<file path="src/rtl/lru_pkg.sv">
`default_nettype none

package lru_pkg;

    // Fixed field widths of the request and response channels
    localparam int CMD_W = 2;
    localparam int KEY_W = 32;
    localparam int STATUS_W = 2;
    localparam int OCC_W = 5;

    // Defaults for the top-level parameters
    localparam int ENTRIES_DEFAULT = 16;
    localparam int KEY_BITS_DEFAULT = 32;

    typedef enum logic [CMD_W-1:0] {
        CMD_TOUCH  = 2'd0,
        CMD_VICTIM = 2'd1,
        CMD_ERASE  = 2'd2
    } cmd_t;

    typedef enum logic [STATUS_W-1:0] {
        STATUS_DONE = 2'd0,
        STATUS_MISS = 2'd1,
        STATUS_FULL = 2'd2
    } status_t;

    typedef struct packed {
        cmd_t             command;
        logic [KEY_W-1:0] key;
    } req_t;

    typedef struct packed {
        status_t          status;
        logic [KEY_W-1:0] victim_key;
        logic [OCC_W-1:0] occupancy;
    } rsp_t;

endpackage

`default_nettype wire

</file>
<file path="src/rtl/lru_slots.sv">
`default_nettype none

module lru_slots #(
    parameter int ENTRIES = lru_pkg::ENTRIES_DEFAULT,
    parameter int KEY_BITS = lru_pkg::KEY_BITS_DEFAULT
) (
    input  wire logic                  clk,
    input  wire logic                  rst_n,
    input  wire logic                  step,
    input  wire lru_pkg::cmd_t         command,
    input  wire logic [((KEY_BITS < lru_pkg::KEY_W) ? KEY_BITS : lru_pkg::KEY_W)-1:0] key,
    output lru_pkg::rsp_t              result
);
    import lru_pkg::*;

    localparam int SKEY_W = (KEY_BITS < KEY_W) ? KEY_BITS : KEY_W;
    localparam int IW = $clog2(ENTRIES);
    localparam int CW = $clog2(ENTRIES + 1);

    // Slot 0 holds the least recent key; valid slots are always contiguous from 0
    logic [SKEY_W-1:0]  slot_key_reg [ENTRIES];
    logic [ENTRIES-1:0] slot_valid_reg;
    logic [CW-1:0]      count_reg;
    logic [CW-1:0]      count_next;

    logic [ENTRIES-1:0] match;
    logic               hit;
    logic [IW-1:0]      match_idx;
    logic               full;
    logic               empty;
    logic               do_shift;
    logic [IW-1:0]      shift_pos;
    logic               do_write;
    logic [CW-1:0]      write_idx;
    status_t            status;
    logic [SKEY_W-1:0]  victim;

    // Parallel compare against every valid slot; keys are distinct so at most one hits
    always_comb
    begin
        match_idx = '0;
        for (int i = 0; i < ENTRIES; i++)
        begin
            match[i] = slot_valid_reg[i] && (slot_key_reg[i] == key);
            if (match[i])
            begin
                match_idx = match_idx | IW'(i);
            end
        end
    end

    assign hit = |match;
    assign full = (count_reg == CW'(ENTRIES));
    assign empty = (count_reg == '0);

    // Command decode: which slot closes up, which slot takes the key, new count
    always_comb
    begin
        do_shift = 1'b0;
        shift_pos = '0;
        do_write = 1'b0;
        write_idx = count_reg;
        count_next = count_reg;
        status = STATUS_DONE;
        victim = '0;
        unique case (command)
            CMD_TOUCH:
            begin
                if (hit)
                begin
                    do_shift = 1'b1;
                    shift_pos = match_idx;
                    do_write = 1'b1;
                    write_idx = count_reg - CW'(1);
                end
                else if (full)
                begin
                    status = STATUS_FULL;
                end
                else
                begin
                    do_write = 1'b1;
                    write_idx = count_reg;
                    count_next = count_reg + CW'(1);
                end
            end
            CMD_VICTIM:
            begin
                if (empty)
                begin
                    status = STATUS_MISS;
                end
                else
                begin
                    do_shift = 1'b1;
                    shift_pos = '0;
                    victim = slot_key_reg[0];
                    count_next = count_reg - CW'(1);
                end
            end
            CMD_ERASE:
            begin
                if (hit)
                begin
                    do_shift = 1'b1;
                    shift_pos = match_idx;
                    count_next = count_reg - CW'(1);
                end
                else
                begin
                    status = STATUS_MISS;
                end
            end
            default:
            begin
                status = STATUS_DONE;
            end
        endcase
    end

    always_comb
    begin
        result.status = status;
        result.victim_key = KEY_W'(victim);
        result.occupancy = OCC_W'(count_next);
    end

    // Key slots: each takes its younger neighbor or the new key
    for (genvar g = 0; g < ENTRIES; g++)
    begin : g_slot
        logic shift_here;

        if (g < ENTRIES - 1)
        begin : g_shift
            assign shift_here = do_shift && (IW'(g) >= shift_pos) && slot_valid_reg[g + 1];
        end
        else
        begin : g_last
            assign shift_here = 1'b0;
        end

        always_ff @(posedge clk)
        begin
            if (step)
            begin
                if (do_write && (CW'(g) == write_idx))
                begin
                    slot_key_reg[g] <= key;
                end
                else if (shift_here)
                begin
                    slot_key_reg[g] <= slot_key_reg[(g + 1) % ENTRIES];
                end
            end
        end
    end

    // Occupancy and valid bits
    always_ff @(posedge clk or negedge rst_n)
    begin
        if (!rst_n)
        begin
            count_reg <= '0;
            slot_valid_reg <= '0;
        end
        else if (step)
        begin
            count_reg <= count_next;
            for (int i = 0; i < ENTRIES; i++)
            begin
                slot_valid_reg[i] <= (CW'(i) < count_next);
            end
        end
    end

endmodule

`default_nettype wire

</file>
<file path="config.mk">
export PLATFORM = sky130hd
export DESIGN_NAME = lru_slots
export DESIGN_NICKNAME = d
export VERILOG_FILES = /design/src/rtl/lru_pkg.sv /design/src/rtl/lru_slots.sv
export SDC_FILE = /design/constraint.sdc
export NUM_CORES = 2
export LEC_CHECK = 0
export BUFFER_PORTS_ARGS = -buffer_cell sky130_fd_sc_hd__buf_4
export CORE_ASPECT_RATIO = 0.75
export CORE_MARGIN = 5
export CORE_UTILIZATION = 55
export CTS_BUF_LIST = sky130_fd_sc_hd__clkbuf_4
export DETAILED_ROUTE_END_ITERATION = 16
export MAX_ROUTING_LAYER = met4
export PLACE_DENSITY_LB_ADDON = 0.3
export REMOVE_ABC_BUFFERS = 1
export SLEW_MARGIN = 20
export SYNTH_ARGS = -nofsm -noshare
export SYNTH_HDL_FRONTEND = slang
export SYNTH_SLANG_ARGS = --single-unit
</file>
<file path="constraint.sdc">
create_clock -name clk -period 15.8 [get_ports clk]
set_input_delay 3.16 -clock clk [delete_from_list [all_inputs] [get_ports clk]]
set_output_delay 3.16 -clock clk [all_outputs]
set_load 0.1 [all_outputs]
</file>
# == After elaboration in Yosys (flattened, before gate mapping) ==
# Memory sizes are Yosys's and may differ from the RTL's.
# Index checks and enable logic that the tools add are counted.
# Widths: inputs -> output; s select.
# totals
n_memories,1
word_cells,311
inputBits,37
ff_bits,21
output_inout_bits,39
ram_bits,512
# memory_table
memory,words,word_bits,read_ports,rd_clocked_by_memory_dff,write_ports,line_no,rtl
slot_key_reg,16,32,16,0,16,lru_slots.sv:21,logic [SKEY_W-1:0] slot_key_reg [ENTRIES];
# classes
bitwise,15
reduce_logical,67
n_mux,159
add_sub_neg,2
eq_ne,34
order_cmp,31
# op_table
op,n
$mux 32,17
$eq 32x32->1,16
$mux 1,116
$logic_and 1x1->1,62
$eq 4x5->1 const A,8
$lt 4x5->1 const A,8
$mux 4,10
$ge 4x4->1 const A,7
$mux 5,5
$eq 3x5->1 const A,4
$lt 3x5->1 const A,4
$ge 3x4->1 const A,4
$reduce_or 16->1,1
$or 1x1->1,15
$pmux 5 s3,1
$mux 3,4
$eq 2x5->1 const A,2
$logic_not 5->1,2
$lt 1x5->1 const A,2
$lt 2x5->1 const A,2
$ge 1x4->1 const A,2
$ge 2x4->1 const A,2
$mux 2,4
$pmux 2 s3,1
9 further kinds,9

# == Depth between registers and ports, before layout ==
# An unclocked memory read counts as a cell.
# depth
depth_word,28
mapped_depth,17
depth_no_buf,11

# == Worst setup path before layout ==
# OpenSTA, ideal clock, no wires.
# synth_timing
path_type,input to output
startpoint,input port key[7] (netlist name)
endpoint,output port result[1] (netlist name)
slack_ns,5.457
t_required_ns,12.640
t_arrival_ns,7.183
stages,11
n_path_buf,4
cell_sequence,buf_4 -> buf_4 -> buf_2 -> o21ai_0 -> a2111oi_0 -> a2111o_1 -> nor4_4 -> buf_2 -> nand3_1 -> o31a_1 -> a32oi_1
# synth_rtl
element,line_no,rtl
start: declaration,lru_slots.sv:11,"input wire logic [((KEY_BITS < lru_pkg::KEY_W) ? KEY_BITS : lru_pkg::KEY_W)-1:0] key,"
end: declaration,lru_slots.sv:12,output lru_pkg::rsp_t result

==> summary.txt <==
Core Area = 56100 um^2
Yosys warning total = 0
DRT iter0 DRCs = 2354
Seq pwr share = 46.3%
Setup TNS = 0 ps
initial antenna violation count = 3
power density cells = 118 nW/um^2
CTS tree = yes
# DRC = 0
Final Max Tran Viols = 0
NetSw = 1.34 mW
Top delay family on crit path = simple AND/OR/NAND/NOR gates
area delta synth->final = 7.56%
P_int = 2.63 mW
fmax = 95.3 MHz
RSZ-0062 raised after global routing = false
GP Congestion = 0.996
count leader, synth = edfxtp_1
final hold viol count = 0
router iterations before antenna repair = 6
Critical Path Slowest Stage Cell = nor4_1
commonest cells in the synthesized netlist = edfxtp_1 (512), mux2_2 (388), xor2_1 (384), nor4_1 (171), xnor2_1 (131)
NumNets Final = 2478
post-route ant nets = 0
Global Route Usage Sum = 31.8%
Vias/cell = 6.48
initial core utilization = 55.7%
detailed-route wire length = 96.9 mm
number of cell rows = 75
Final HPWL DP = 67.2 mm
Most common cell on crit path = buf_4
Die X = 285 um
Comb power frac = 23.0%
clk buf depth = 3
CP Capture Type = output pin
CP peak stage delay = 900 ps
final number of setup-violating endpoints = 0
largest area contributor in the netlist = edfxtp_1
top cells by area, synth = edfxtp_1 (49%), mux2_2 (14%), xor2_1 (11%)
Synth async-reset ratio = 3.76%
critical path arrival = 7330 ps
CTS HTree Levels = 4
CP required = 12640 ps
Via Count = 21.1k
EDFF count, synth = 512
first-pass GRT wire length = 142 mm
share of layout cells above drive strength 1 = 30.7%
final setup skew = 67.5 ps
ys flop type = edfxtp_1
clock power share = 30.8%
clock slew seen by the registers of the worst setup and hold paths = 70 ps
final core occ = 59.9%
Worst-Margin Slew = 1150 ps
drt wl/cell = 29.7 um
final period utilization = 66.4%
setup bufs post-CTS = 0
Yosys cell types = 75
Remaining Overflow, GRT = 0
largest family of logic cells by synthesized area = multiplexers
vias in the first global route = 21.0k
Netlist Area Pre-Place = 31300 um^2
register area share after synthesis = 50.8%
multiplexer share of the synthesized area = 17.9%
critical path class = in2out
largest net degree at the start of global routing = 39
Syn Inst Count = 2387
critical path fanouts, max = 32
relative slew slack = 22.4%
die height = 216 um
Yosys top cell area share = 49.2%
Period minus WS final = 10490 ps
nature of the critical path startpoint = input pin
worst path bufs/invs = 3
clock latency on the worst-skew pair = 1000 ps
Sw Ratio = 33.7%
WHS = 583 ps
max reg flops = 512
Buffers on Ports = 75
leak pwr = 11.5 nW
hold buffer count at CTS = 0
Post-Synth Adder-Cell Area = 0.0801%
outcome = completed
XOR/XNOR Fraction of Synth Area = 14.4%
TritonCTS Buffers = 139
synthesized area per cell = 13.1 um^2
Compound-Gate Fraction of Synth Area = 2.42%
maxcap violations = 0
maximum resistive drop on vdd = 0.0000815 V
Hold Crit Class = reg2reg
Yosys reg bits = 532
area of the die = 61800 um^2
num ports = 76
CP Cell Sequence = buf_4, xor2_1, nor4_1, nand4_1, nor4_1, a2111o_1, nor4_4, buf_4, o31a_1, a32oi_1, buf_4
CTS Root Cell = clkbuf_4
simple-gate portion of the synthesized area = 10.4%
Clock Sink Count = 532
Resized cells post-CTS = 0
-- area by class of cell --
type	count	area (um^2)
fillers	4601	22500
flip-flops and latches	532	15900
multi-input cells	1644	14200
clock buffers	192	1440
well taps	731	915
repair buffers	103	813
clock inverters	35	251
inverters	19	71.3
diodes	7	17.5
-- routing by layer --
metal | wire length (um) | global-route usage (%) | part of all wire, %
met1 | 42400 | 44.7 | 44
met2 | 43700 | 47.2 | 45
met3 | 8990 | 7.56 | 9.3
met4 | 1880 | 8.08 | 1.9
met5 | 0 | - | 0
-- worst paths after layout --
check	end	slack, ps	startpoint	cells past startpoint
worst max-delay path	result[1]	5310	key[29]	11
worst min-delay path	slot_key_reg[0][26]	580	slot_key_reg[0][58]	1
worst max register to register	slot_key_reg[0][24]	10460	slot_key_reg[1][174]	12
worst min register to register	slot_key_reg[0][26]	580	slot_key_reg[0][58]	1
max in group asynchronous	slot_valid_reg[4]	13470	rst_n	1
min in group asynchronous	slot_valid_reg[6]	2070	rst_n	1
-- cells in the final DEF, fill, tap and decap left out, types with 13 or more instances in the layout --
master / instances
nor3_1: 25
xnor2_1: 131
mux2_2: 388
nor2_1: 30
or3_1: 14
mux2_1: 64
and2_1: 34
mux2_4: 30
nand4b_1: 18
xor2_1: 384
inv_1: 16
buf_4: 101
clkbuf_4: 192
or4_1: 13
o21ai_2: 13
nor4_1: 171
dfrtp_1: 20
nand4_1: 79
clkinv_1: 24
nand3_1: 39
edfxtp_1: 512
o21ai_0: 17
nand2_1: 68
-- cells by family (layout without fill, tap and decap cells) --
kind of cell,count (synthesis),after routing
AOI/OAI and AO/OA,95,95
xor gates and xnor gates,515,515
adders and majority gates,2,2
buffers and inverters,211,349
DFF,532,532
muxes,489,489
other,0,7
and+or+nand+nor,543,543
-- power groups by stage --
| stage | registers, mW | logic [mW] | clock network (mW) |
|---|---|---|---|
| after floorplan | 1.80 | 0.613 | 0 |
| after global routing | 1.84 | 0.965 | 1.33 |
| final | 1.84 | 0.911 | 1.22 |
| after detailed placement | 1.86 | 0.894 | 0 |
| after global placement | 1.86 | 0.890 | 0 |
| after CTS | 1.83 | 0.899 | 1.25 |
-- through the flow --
| step | area [um^2] | cells | setup WS (ps) | power (mW) |
|---|---|---|---|---|
| after global routing | 33600 | 3262 | 5190 | 4.13 |
| final | 33600 | 3263 | 5310 | 3.97 |
| after floorplan | 30100 | 2195 | 5790 | 2.41 |
| after CTS | 33600 | 3255 | 5440 | 3.98 |
| after detailed placement | 31900 | 3028 | 5480 | 2.76 |
| after global placement | 31900 | 3027 | 5580 | 2.75 |
Power figures use the tool's default switching activity.
